--- config.mk ---
export PLATFORM = sky130hd
export DESIGN_NAME = signed_count_rle_decoder_flat
export DESIGN_NICKNAME = d
export VERILOG_FILES = /design/src/hdl/scrd_pkg.sv /design/src/hdl/scrd_in_if.sv /design/src/hdl/scrd_out_if.sv /design/src/hdl/scrd_front.sv /design/src/hdl/scrd_fifo.sv /design/src/hdl/scrd_back.sv /design/src/hdl/signed_count_rle_decoder.sv /design/src/flat_wrapper.sv
export SDC_FILE = /design/constraint.sdc
export NUM_CORES = 1
export LEC_CHECK = 0
export BUFFER_PORTS_ARGS = -buffer_cell sky130_fd_sc_hd__buf_2
export CAP_MARGIN = 15
export CORE_ASPECT_RATIO = 1.75
export CORE_UTILIZATION = 53
export DETAILED_ROUTE_END_ITERATION = 12
export PLACE_DENSITY = 0.75
export SYNTH_ARGS = -nofsm -noshare
export SYNTH_HDL_FRONTEND = slang
export SYNTH_SLANG_ARGS = --single-unit
--- constraint.sdc ---
create_clock -name clk_i -period 2.8 [get_ports clk_i]
set_input_delay 0 -clock clk_i [delete_from_list [all_inputs] [get_ports clk_i]]
set_output_delay 0 -clock clk_i [all_outputs]
set_load 0.03 [all_outputs]
--- src/hdl/scrd_pkg.sv ---
package scrd_pkg;

  // Number of decoded commands held between the parser and the expander.
  localparam int unsigned QueueDepth = 2;

  // Parser state, one-hot.
  typedef enum logic [2:0] {
    ModeHeader  = 3'b001,
    ModeLiteral = 3'b010,
    ModeRepeat  = 3'b100
  } parse_mode_e;

  // One command for the expander: either a single result or a repeat run.
  typedef struct packed {
    logic       is_run;    // Repeat run of len_m1 + 1 copies of data.
    logic [7:0] data;      // Literal byte or byte to repeat.
    logic [1:0] cnt;       // Byte count of a single result.
    logic       trunc;     // Truncated flag of a single result.
    logic [6:0] len_m1;    // Run length minus one.
  } cmd_t;

endpackage

--- src/hdl/scrd_in_if.sv ---
interface scrd_in_if;
  logic       valid;
  logic       ready;
  logic [7:0] data_byte;
  logic       block_end;

  modport source (output valid, output data_byte, output block_end, input ready);
  modport sink   (input valid, input data_byte, input block_end, output ready);
endinterface

--- src/hdl/scrd_out_if.sv ---
interface scrd_out_if;
  logic       valid;
  logic       ready;
  logic [7:0] first_byte;
  logic [7:0] second_byte;
  logic [1:0] byte_count;
  logic       run_done;
  logic       truncated;

  modport source (
    output valid, output first_byte, output second_byte, output byte_count,
    output run_done, output truncated, input ready
  );
  modport sink (
    input valid, input first_byte, input second_byte, input byte_count,
    input run_done, input truncated, output ready
  );
endinterface

--- src/hdl/scrd_front.sv ---
module scrd_front (
  input  logic            clk_i,
  input  logic            rst_ni,
  scrd_in_if.sink         in_i,
  input  logic            full_i,
  output logic            push_o,
  output scrd_pkg::cmd_t  cmd_o
);
  import scrd_pkg::*;

  parse_mode_e mode_q, mode_d;
  logic [7:0]  pend_q, pend_d;
  logic        accept;

  // A beat is taken whenever the command queue has room.
  assign in_i.ready = !full_i;
  assign accept     = in_i.valid && in_i.ready;

  // Classify the byte by parser state and build the command for the back end.
  always_comb begin
    mode_d       = mode_q;
    pend_d       = pend_q;
    push_o       = 1'b0;
    cmd_o        = '0;
    if (accept) begin
      case (mode_q)
        ModeLiteral: begin
          push_o      = 1'b1;
          cmd_o.data  = in_i.data_byte;
          cmd_o.cnt   = 2'd1;
          cmd_o.trunc = in_i.block_end && (pend_q > 8'd1);
          if (pend_q > 8'd1) begin
            pend_d = pend_q - 8'd1;
          end else begin
            mode_d = ModeHeader;
            pend_d = '0;
          end
        end
        ModeRepeat: begin
          push_o       = 1'b1;
          cmd_o.is_run = 1'b1;
          cmd_o.data   = in_i.data_byte;
          cmd_o.len_m1 = pend_q[6:0];
          mode_d       = ModeHeader;
          pend_d       = '0;
        end
        default: begin
          if (!in_i.data_byte[7]) begin
            mode_d = ModeLiteral;
            pend_d = in_i.data_byte + 8'd1;
          end else begin
            // Negative count: repeat count minus one is 255 - byte.
            mode_d = ModeRepeat;
            pend_d = ~in_i.data_byte;
          end
          if (in_i.block_end) begin
            push_o      = 1'b1;
            cmd_o.trunc = 1'b1;
          end
        end
      endcase
      // The end of a block always returns the parser to header state.
      if (in_i.block_end) begin
        mode_d = ModeHeader;
        pend_d = '0;
      end
    end
  end

  // Parser state registers.
  always_ff @(posedge clk_i or negedge rst_ni) begin
    if (!rst_ni) begin
      mode_q <= ModeHeader;
      pend_q <= '0;
    end else begin
      mode_q <= mode_d;
      pend_q <= pend_d;
    end
  end

`ifndef SYNTHESIS
  a_end_to_header: assert property (@(posedge clk_i) disable iff (!rst_ni)
    (accept && in_i.block_end) |=> (mode_q == ModeHeader && pend_q == '0))
    else $error("parser not in header state after end of block");
`endif

endmodule

--- src/hdl/scrd_fifo.sv ---
module scrd_fifo (
  input  logic            clk_i,
  input  logic            rst_ni,
  input  logic            push_i,
  input  scrd_pkg::cmd_t  cmd_i,
  input  logic            pop_i,
  output scrd_pkg::cmd_t  cmd_o,
  output logic            full_o,
  output logic            empty_o
);
  import scrd_pkg::*;

  localparam int unsigned PtrW = (QueueDepth > 1) ? $clog2(QueueDepth) : 1;

  cmd_t            entry_q [QueueDepth];
  logic [PtrW-1:0] wr_ptr_q, rd_ptr_q;
  logic [PtrW:0]   count_q;
  logic            do_push, do_pop;

  assign full_o  = (count_q == (PtrW+1)'(QueueDepth));
  assign empty_o = (count_q == '0);
  assign do_push = push_i && !full_o;
  assign do_pop  = pop_i && !empty_o;
  assign cmd_o   = entry_q[rd_ptr_q];

  // Command storage.
  always_ff @(posedge clk_i) begin
    if (do_push) begin
      entry_q[wr_ptr_q] <= cmd_i;
    end
  end

  // Pointers and fill count.
  always_ff @(posedge clk_i or negedge rst_ni) begin
    if (!rst_ni) begin
      wr_ptr_q <= '0;
      rd_ptr_q <= '0;
      count_q  <= '0;
    end else begin
      if (do_push) begin
        wr_ptr_q <= (wr_ptr_q == PtrW'(QueueDepth - 1)) ? '0 : wr_ptr_q + 1'b1;
      end
      if (do_pop) begin
        rd_ptr_q <= (rd_ptr_q == PtrW'(QueueDepth - 1)) ? '0 : rd_ptr_q + 1'b1;
      end
      if (do_push && !do_pop) begin
        count_q <= count_q + 1'b1;
      end else if (do_pop && !do_push) begin
        count_q <= count_q - 1'b1;
      end
    end
  end

`ifndef SYNTHESIS
  a_count_bound: assert property (@(posedge clk_i) disable iff (!rst_ni)
    count_q <= (PtrW+1)'(QueueDepth))
    else $error("command queue fill count out of range");
`endif

endmodule

--- src/hdl/scrd_back.sv ---
module scrd_back (
  input  logic            clk_i,
  input  logic            rst_ni,
  input  scrd_pkg::cmd_t  cmd_i,
  input  logic            empty_i,
  output logic            pop_o,
  scrd_out_if.source      out_o
);
  import scrd_pkg::*;

  logic       active_q, active_d;
  cmd_t       cmd_q, cmd_d;
  logic [7:0] left_q, left_d;
  logic       out_valid_q, out_valid_d;
  logic [7:0] first_q, first_d, second_q, second_d;
  logic [1:0] count_q, count_d;
  logic       done_q, done_d, trunc_q, trunc_d;
  logic       advance, emit, two;

  // The output register is free when empty or being taken this cycle.
  assign advance = !out_valid_q || out_o.ready;
  assign emit    = active_q && advance;
  assign pop_o   = !active_q && !empty_i;
  assign two     = (left_q >= 8'd2);

  // Expand the current command into result beats.
  always_comb begin
    active_d    = active_q;
    cmd_d       = cmd_q;
    left_d      = left_q;
    out_valid_d = out_valid_q;
    first_d     = first_q;
    second_d    = second_q;
    count_d     = count_q;
    done_d      = done_q;
    trunc_d     = trunc_q;
    if (out_o.ready) begin
      out_valid_d = 1'b0;
    end
    if (emit) begin
      out_valid_d = 1'b1;
      first_d     = cmd_q.data;
      if (cmd_q.is_run) begin
        // Two copies per beat, one on the last beat of an odd run.
        left_d   = left_q - (two ? 8'd2 : 8'd1);
        second_d = two ? cmd_q.data : 8'd0;
        count_d  = two ? 2'd2 : 2'd1;
        done_d   = (left_q == 8'd1) || (left_q == 8'd2);
        trunc_d  = 1'b0;
      end else begin
        left_d   = '0;
        second_d = 8'd0;
        count_d  = cmd_q.cnt;
        done_d   = 1'b1;
        trunc_d  = cmd_q.trunc;
      end
      active_d = !done_d;
    end
    // Take the next command once the current one is finished.
    if (pop_o) begin
      active_d = 1'b1;
      cmd_d    = cmd_i;
      left_d   = {1'b0, cmd_i.len_m1} + 8'd1;
    end
  end

  // Control registers.
  always_ff @(posedge clk_i or negedge rst_ni) begin
    if (!rst_ni) begin
      active_q    <= 1'b0;
      out_valid_q <= 1'b0;
    end else begin
      active_q    <= active_d;
      out_valid_q <= out_valid_d;
    end
  end

  // Payload registers.
  always_ff @(posedge clk_i) begin
    cmd_q    <= cmd_d;
    left_q   <= left_d;
    first_q  <= first_d;
    second_q <= second_d;
    count_q  <= count_d;
    done_q   <= done_d;
    trunc_q  <= trunc_d;
  end

  assign out_o.valid       = out_valid_q;
  assign out_o.first_byte  = first_q;
  assign out_o.second_byte = second_q;
  assign out_o.byte_count  = count_q;
  assign out_o.run_done    = done_q;
  assign out_o.truncated   = trunc_q;

`ifndef SYNTHESIS
  a_run_left: assert property (@(posedge clk_i) disable iff (!rst_ni)
    (active_q && cmd_q.is_run) |-> (left_q != 8'd0 && left_q <= 8'd128))
    else $error("run length out of range while expanding");
  a_empty_beat: assert property (@(posedge clk_i) disable iff (!rst_ni)
    (out_valid_q && count_q == 2'd0) |-> (trunc_q && done_q))
    else $error("empty result beat without truncation");
  a_no_pop_busy: assert property (@(posedge clk_i) disable iff (!rst_ni)
    (active_q && !done_d && emit) |=> active_q)
    else $error("expander dropped an unfinished run");
`endif

endmodule

--- src/hdl/signed_count_rle_decoder.sv ---
// Channel | Dir | Beat contents
// in_i    | in  | data_byte[7:0], block_end
// out_o   | out | first_byte[7:0], second_byte[7:0], byte_count[1:0], run_done, truncated
//
// Header and literal bytes are taken at one per cycle while the command queue has room.
// A repeat byte of n copies is expanded into ceil(n/2) output beats (up to 64 for n = 128),
// and each command is first loaded into the expander from the two-entry queue.
// The output register lets the expander run one beat ahead of a stalled sink.
// Reset (asynchronous, active low) returns the parser to header state and empties the queue.
module signed_count_rle_decoder (
  input  logic        clk_i,
  input  logic        rst_ni,
  scrd_in_if.sink     in_i,
  scrd_out_if.source  out_o
);
  import scrd_pkg::*;

  cmd_t push_cmd, pop_cmd;
  logic push, pop, full, empty;

  // Header parsing and command build.
  scrd_front u_front (
    .clk_i  (clk_i),
    .rst_ni (rst_ni),
    .in_i   (in_i),
    .full_i (full),
    .push_o (push),
    .cmd_o  (push_cmd)
  );

  // Short command queue between parser and expander.
  scrd_fifo u_fifo (
    .clk_i   (clk_i),
    .rst_ni  (rst_ni),
    .push_i  (push),
    .cmd_i   (push_cmd),
    .pop_i   (pop),
    .cmd_o   (pop_cmd),
    .full_o  (full),
    .empty_o (empty)
  );

  // Run expansion and output register.
  scrd_back u_back (
    .clk_i   (clk_i),
    .rst_ni  (rst_ni),
    .cmd_i   (pop_cmd),
    .empty_i (empty),
    .pop_o   (pop),
    .out_o   (out_o)
  );

endmodule

--- src/flat_wrapper.sv ---
// flat-port wrapper written by rule: the top's interface ports become plain ports
module signed_count_rle_decoder_flat import scrd_pkg::*;
  (clk_i, rst_ni, in_i_valid, in_i_data_byte, in_i_block_end, in_i_ready, out_o_valid, out_o_first_byte, out_o_second_byte, out_o_byte_count, out_o_run_done, out_o_truncated, out_o_ready);
  scrd_in_if in_i_i ();
  scrd_out_if out_o_i ();
  input  logic clk_i;
  input  logic rst_ni;
  input wire logic [$bits(in_i_i.valid)-1:0] in_i_valid;
  input wire logic [$bits(in_i_i.data_byte)-1:0] in_i_data_byte;
  input wire logic [$bits(in_i_i.block_end)-1:0] in_i_block_end;
  output wire logic [$bits(in_i_i.ready)-1:0] in_i_ready;
  output wire logic [$bits(out_o_i.valid)-1:0] out_o_valid;
  output wire logic [$bits(out_o_i.first_byte)-1:0] out_o_first_byte;
  output wire logic [$bits(out_o_i.second_byte)-1:0] out_o_second_byte;
  output wire logic [$bits(out_o_i.byte_count)-1:0] out_o_byte_count;
  output wire logic [$bits(out_o_i.run_done)-1:0] out_o_run_done;
  output wire logic [$bits(out_o_i.truncated)-1:0] out_o_truncated;
  input wire logic [$bits(out_o_i.ready)-1:0] out_o_ready;
  assign in_i_i.valid = in_i_valid;
  assign in_i_i.data_byte = in_i_data_byte;
  assign in_i_i.block_end = in_i_block_end;
  assign in_i_ready = in_i_i.ready;
  assign out_o_valid = out_o_i.valid;
  assign out_o_first_byte = out_o_i.first_byte;
  assign out_o_second_byte = out_o_i.second_byte;
  assign out_o_byte_count = out_o_i.byte_count;
  assign out_o_run_done = out_o_i.run_done;
  assign out_o_truncated = out_o_i.truncated;
  assign out_o_i.ready = out_o_ready;
  signed_count_rle_decoder u_core (.clk_i(clk_i), .rst_ni(rst_ni), .in_i(in_i_i), .out_o(out_o_i));
endmodule
After elaboration in Yosys (flattened, before gate mapping)
Memory sizes are Yosys's and may differ from the RTL's.
Index checks and enable logic that the tools add are counted.
{"block": "totals", "in_bits": 13, "mem_count": 1, "output_inout_bits": 22, "ramBits": 38, "regBits": 57}
{"block": "op_classes", "eq_ne": 6, "mux": 35, "n_bitwise": 1, "addsub": 8, "magnitude_cmp": 2, "reduce_logical": 24}
{"name": "u_core.u_fifo.entry_q", "words": 2, "word_bits": 19, "read_ports": 1, "rd_clocked_by_memory_dff": 0, "wr": 1, "line_no": "scrd_fifo.sv:15", "rtl": "cmd_t entry_q [QueueDepth];"}
{"cell": "$mux 8", "n": 7}
{"cell": "$mux 19", "n": 1}
{"cell": "$pmux 8 s2", "n": 1}
{"cell": "$mux 1", "n": 15}
{"cell": "$mux 2", "n": 5}
{"cell": "$mux 3", "n": 3}
{"cell": "$add 7x1->8 const B", "n": 1}
{"cell": "$add 8x1->8 const B", "n": 1}
{"cell": "$eq 8x1->1 const B", "n": 1}
{"cell": "$eq 8x2->1 const B", "n": 1}
{"cell": "$ge 8x2->1 const B", "n": 1}
{"cell": "$gt 8x1->1 const B", "n": 1}
{"cell": "$logic_and 1x1->1", "n": 8}
{"cell": "$not 8->8", "n": 1}
{"cell": "$sub 8x1->8 const B", "n": 1}
{"cell": "$sub 8x2->8", "n": 1}
{"cell": "$logic_not 1->1", "n": 7}
{"cell": "$mux 7", "n": 1}
{"cell": "$pmux 3 s2", "n": 1}
{"cell": "$reduce_bool 2->1", "n": 3}
{"cell": "$reduce_and 2->1", "n": 2}
{"cell": "$eq 3x2->1 const B", "n": 1}
{"cell": "$eq 3x3->1 const B", "n": 1}
{"cell": "$ne 3x3->1 const B", "n": 1}
{"cell": "8 further kinds", "n": 10}

Logic depth before layout (Yosys ltp)
{"block": "logic_depth", "ltp_word": 9, "depth_mapped": 8}

Modules after synthesis
A second synthesis with hierarchy kept.
{"block": "unflattened", "cells_unflattened": 318, "hier_area_um2": 4304.1}
{"module": "scrd_back", "area_per_inst_um2": 1736.7, "cells_each": 116, "n_inst": 1}
{"module": "scrd_fifo", "area_per_inst_um2": 1566.5, "cells_each": 78, "n_inst": 1}
{"module": "scrd_front", "area_per_inst_um2": 1001.0, "cells_each": 124, "n_inst": 1}

Worst setup path after synthesis
No wires, ideal clock.
{"block": "synth_timing", "kind": "register to register", "from": "register u_core.u_fifo.count_q[0]", "to": "memory u_core.u_fifo.entry_q[0][0] (netlist bit) (enable)", "path_stages_with_launch": 5, "setup_slack_ps": -41, "t_arrival_ps": 2426, "synth_period_minus_slack_ps": 2841, "required_ps": 2384, "path_cell_list": "dfrtp_1 -> nand2b_1 -> nand2_1 -> clkbuf_1 -> nor3_1"}
{"block": "synth_between", "elab_chain_len": 7}
{"item": "from (decl)", "line_no": "scrd_fifo.sv:17", "rtl": "logic [PtrW:0] count_q;"}
{"item": "from (signal assigned)", "line_no": "scrd_fifo.sv:47", "rtl": "count_q <= count_q + 1'b1;"}
{"item": "from (signal assigned)", "line_no": "scrd_fifo.sv:49", "rtl": "count_q <= count_q - 1'b1;"}
{"item": "$eq 2x2->1 (*)", "line_no": "scrd_fifo.sv:20", "rtl": "assign full_o = (count_q == (PtrW+1)'(QueueDepth));"}
{"item": "$logic_not 1->1 (*)", "line_no": "scrd_front.sv:16", "rtl": "assign in_i.ready = !full_i;"}
{"item": "net in_i_ready", "line_no": "flat_wrapper.sv:11", "rtl": "output wire logic [$bits(in_i_i.ready)-1:0] in_i_ready;"}
{"item": "$logic_and 1x1->1", "line_no": "scrd_front.sv:17", "rtl": "assign accept = in_i.valid && in_i.ready;"}
{"item": "$mux 1", "line_no": "scrd_front.sv:25", "rtl": "if (accept) begin"}
{"item": "$logic_and 1x1->1 (*)", "line_no": "scrd_fifo.sv:22", "rtl": "assign do_push = push_i && !full_o;"}
{"item": "$mux 1 (*)", "line_no": "scrd_fifo.sv:28", "rtl": "if (do_push) begin"}
{"item": "$mux 1 (not written as such) (*)", "line_no": "scrd_fifo.sv:29", "rtl": "entry_q[wr_ptr_q] <= cmd_i;"}
{"item": "to (decl)", "line_no": "scrd_fifo.sv:15"}
Mark *: on every way through the listed nets, which the timed path passes. The rest lies on a longest branch.

Worst setup path in the final report
{"block": "layout_timing", "from": "register u_core.u_back.left_q[3]", "to": "register u_core.u_back.left_q[4] (data pin)"}
{"block": "layout_between", "elab_chain_len": 6}
{"item": "from (decl)", "line_no": "scrd_back.sv:13", "rtl": "logic [7:0] left_q, left_d;"}
{"item": "from (signal assigned)", "line_no": "scrd_back.sv:81", "rtl": "left_q <= left_d;"}
{"item": "$ge 8x2->1", "line_no": "scrd_back.sv:24", "rtl": "assign two = (left_q >= 8'd2);"}
{"item": "$mux 2", "line_no": "scrd_back.sv:45", "rtl": "left_d = left_q - (two ? 8'd2 : 8'd1);"}
{"item": "$sub 8x2->8 (*)", "line_no": "scrd_back.sv:45"}
{"item": "$mux 8 (*)", "line_no": "scrd_back.sv:43", "rtl": "if (cmd_q.is_run) begin"}
{"item": "$mux 8 (*)", "line_no": "scrd_back.sv:40", "rtl": "if (emit) begin"}
{"item": "$mux 8 (*)", "line_no": "scrd_back.sv:60", "rtl": "if (pop_o) begin"}
{"item": "net u_core.u_back.left_d[4]", "line_no": "scrd_back.sv:13"}
Mark *: on every way through the listed nets, which the timed path passes. The rest lies on a longest branch. The select of a mux whose other input is x is not followed.
A chain may end at the register's enable or synchronous reset.

==> metrics.txt <==
number of I/O port buffers 34; clock root buffer master clkbuf_16; Max clock buf depth 2; crit-path max FO 5; P_leak 1.86 nW; Post-Synthesis Cells 311; synth top area cells edfxtp_1 54%, dfrtp_1 9.6%, mux2_2 3.8%; post-CTS sizing 0; CTS Sinks 92; setup slack, reg-to-reg 0.11 ns; DR DRC count 0; status finished, final reports clean; Async SR Flop Fraction 18.5%; Max Fclk 372 MHz; synth-to-layout area growth 15.0%; Filler cells 603; post-synthesis compound-gate area fraction 7.51%; post-synthesis mux area share 5.23%; fin util 63.3%; synth cell count leaders 75 x edfxtp_1, 18 x nand2_1, 17 x and3_1, 16 x dfrtp_1, 16 x o21ai_0; Tcrit/Tclk final 96.0%; sum of negative setup slack 0 ns; CP arrival 2.76 ns; Iter 0 DRT Violations 132; Synth top area share 54.1%; Worst-Margin Slew 0.705 ns; combinational family with the most area after synthesis simple AND/OR/NAND/NOR gates; Yosys Warn Count 0; pin count of the biggest net entering global routing 28; first-pass GRT wire length 11900 um; synthesized area 4160 um2; unrepaired setup endpoints after global routing no; Mean Syn Cell Area 13.4 um2; Setup crit start kind flip-flop; clk_skew 0.00661 ns; Distinct cells, synth 52; total grt overflow 0; Final ANT Viol Nets 0; final antenna diode count 0; synthesized flop and latch total 92; FF-to-FF Start u_core.u_back.left_q[3]; CP endpoint u_core.u_back.left_q[4]; vias per cell 5.70; sequential cell area 2680 um2; Simple-Gate Fraction of Synth Area 14.9%; CTS tree built; final number of setup-violating endpoints 0; Pwr Density 1120 nW/um2; clock slew at reported path FFs 0.06 ns; Worst R2R Path Depth 7; Post-layout nets 375; Top Ports 35; origin of the worst setup path u_core.u_back.left_q[3]; Starting Density 55.0%; placement row count 42; worst IR drop on VDD 0.000532 V; Synth Net Count 330; Post-Synth XOR/XNOR Area 4.63%; Post-CTS Repair Setup Buffers 0; WL final 7390 um; Hold Buf Count CTS 3; CTS buffer count 9; drt pass-1 iters 4; Synth area leader edfxtp_1; chip width 69.0 um; Post-Synth Adder-Cell Area 1.80%; worst hold start in_i_data_byte[7]; layout cells sized above 1 23.5%; CP Data Required Time 2.87 ns; via count 2561; FF-to-FF End u_core.u_back.left_q[4]; Final Critical Period 2.69 ns; Main synth FF type edfxtp_1; H-tree levels 3; Max-cap violations 0; die area 8230 um2; vias in the first global route 2559; most frequent cell after synthesis edfxtp_1; Critical Path End Type flip-flop; initial antenna violation count 0; HPWL Detailed 5250 um; footprint of the multi-input gates 1420 um2; CORE AREA 7570 um2; sequential fraction of the synthesis area 64.4%; Skew-Pair Late Insertion Delay 0.34 ns; die height 119 um; GP Congestion 0.822; WL/cell 16.5 um; number of flops mapped to enable cells by yosys 75; Tot GR Track Use 20.3%; Fin. Hold Viols 0; Hold Crit Class in -> reg; max-slew violations 0; Slew headroom 53.0%; crit path kind reg -> reg
metal layers:
metal	GRT usage (%)	vias up	wire [um]
li1	-	1252	-
met4	11.7	0	253
met2	34.8	65	4100
met3	5.17	26	220
met1	21.4	1218	2820
met5	0	-	0
area by class of cell:
class / instances / share of cell area [%]
Clock buffer: 9 / 4.70
Clock inverter: 7 / 1.54
Inverter: 4 / 0.314
Multi-Input combinational cell: 204 / 29.7
Sequential cell: 92 / 56.0
Tap cell: 88 / 2.30
Timing Repair Buffer: 45 / 5.44
cell families (layout without fill, tap and decap cells):
logic type,count (synthesis),count (layout)
AND/OR/NAND/NOR,109,109
flip-flops,92,92
AO/OA/AOI/OAI,47,47
XOR/XNOR,22,22
multiplexers,20,20
buffers and inverters,15,65
adder cells (fa/ha/maj),6,6
registers in the layout (all words and copies together) (netlist names):
register,cells
u_core.u_back.active_q,1
u_core.u_back.cmd_q,11
u_core.u_back.left_q,8
u_core.u_back.out_o.byte_count,2
u_core.u_back.out_o.first_byte,8
u_core.u_back.out_o.run_done,1
u_core.u_back.out_o.second_byte,8
u_core.u_back.out_o.truncated,1
u_core.u_back.out_o.valid,1
u_core.u_fifo.count_q,2
u_core.u_fifo.entry_q,36
u_core.u_fifo.rd_ptr_q,1
u_core.u_fifo.wr_ptr_q,1
u_core.u_front.mode_q,3
u_core.u_front.pend_q,8
critical path, stage by stage, from the launching register on:
cell and delay, ns:
edfxtp_1 0.45, or4_4 0.56, or3_4 0.37, or3_4 0.36
ha_1 0.23, nor3_1 0.21, xnor2_1 0.16, o22ai_1 0.09
worst min path at each step:
| stage | to | slack [ns] | cells after the start |
|---|---|---|---|
| floorplan | u_core.u_back.active_q | -0.30 | 0 |
| global placement | u_core.u_fifo.wr_ptr_q | -0.05 | 1 |
| detailed placement | u_core.u_fifo.wr_ptr_q | -0.04 | 1 |
| CTS | u_core.u_front.mode_q[2] | 0.02 | 3 |
| global route | u_core.u_fifo.entry_q[1][14] | 0.03 | 2 |
| finish | u_core.u_front.mode_q[2] | 0.03 | 3 |
per-stage QoR:
step | instance area [um2] | total power [mW] | hold slack (ns) | instances | setup WS, ns
floorplan | 4170 | 3.68 | -0.296 | 311 | 0.256
global placement | 4460 | 4.08 | -0.0471 | 430 | 0.209
detailed placement | 4460 | 4.16 | -0.0404 | 430 | 0.160
CTS | 4790 | 5.37 | 0.0210 | 449 | 0.112
global route | 4790 | 5.63 | 0.0310 | 449 | 0.0494
finish | 4790 | 5.34 | 0.0317 | 449 | 0.112
cells in the final DEF (no fill, tap or decap), types with 2 or more instances in the layout:
master	n
nand2_1	18
edfxtp_1	75
inv_6	2
a22o_1	4
buf_4	8
nand4_1	2
or3_4	2
xnor2_1	13
xor2_1	9
o21ai_0	16
inv_1	4
o31ai_1	2
nor4b_1	2
or3_1	2
a31oi_1	4
mux2_2	14
ha_1	6
and2_1	11
clkbuf_16	9
dlygate4sd3_1	3
buf_2	34
nand3b_1	3
mux2i_1	6
o21a_1	2
or2_2	3
nor2b_1	2
nand3_1	8
dfrtp_1	16
a21oi_1	5
nand2b_1	7
nor2_1	15
clkinv_4	2
o22ai_1	4
a31o_1	2
nor3_1	8
and3_1	17
power by group:
part	total (mW)	switching [mW]	internal [mW]
registers	2.35	0.300	2.05
clock network	1.20	0.502	0.696
logic	1.80	1.07	0.730
total	5.34	1.87	3.47
Power figures use the tool's default switching activity.
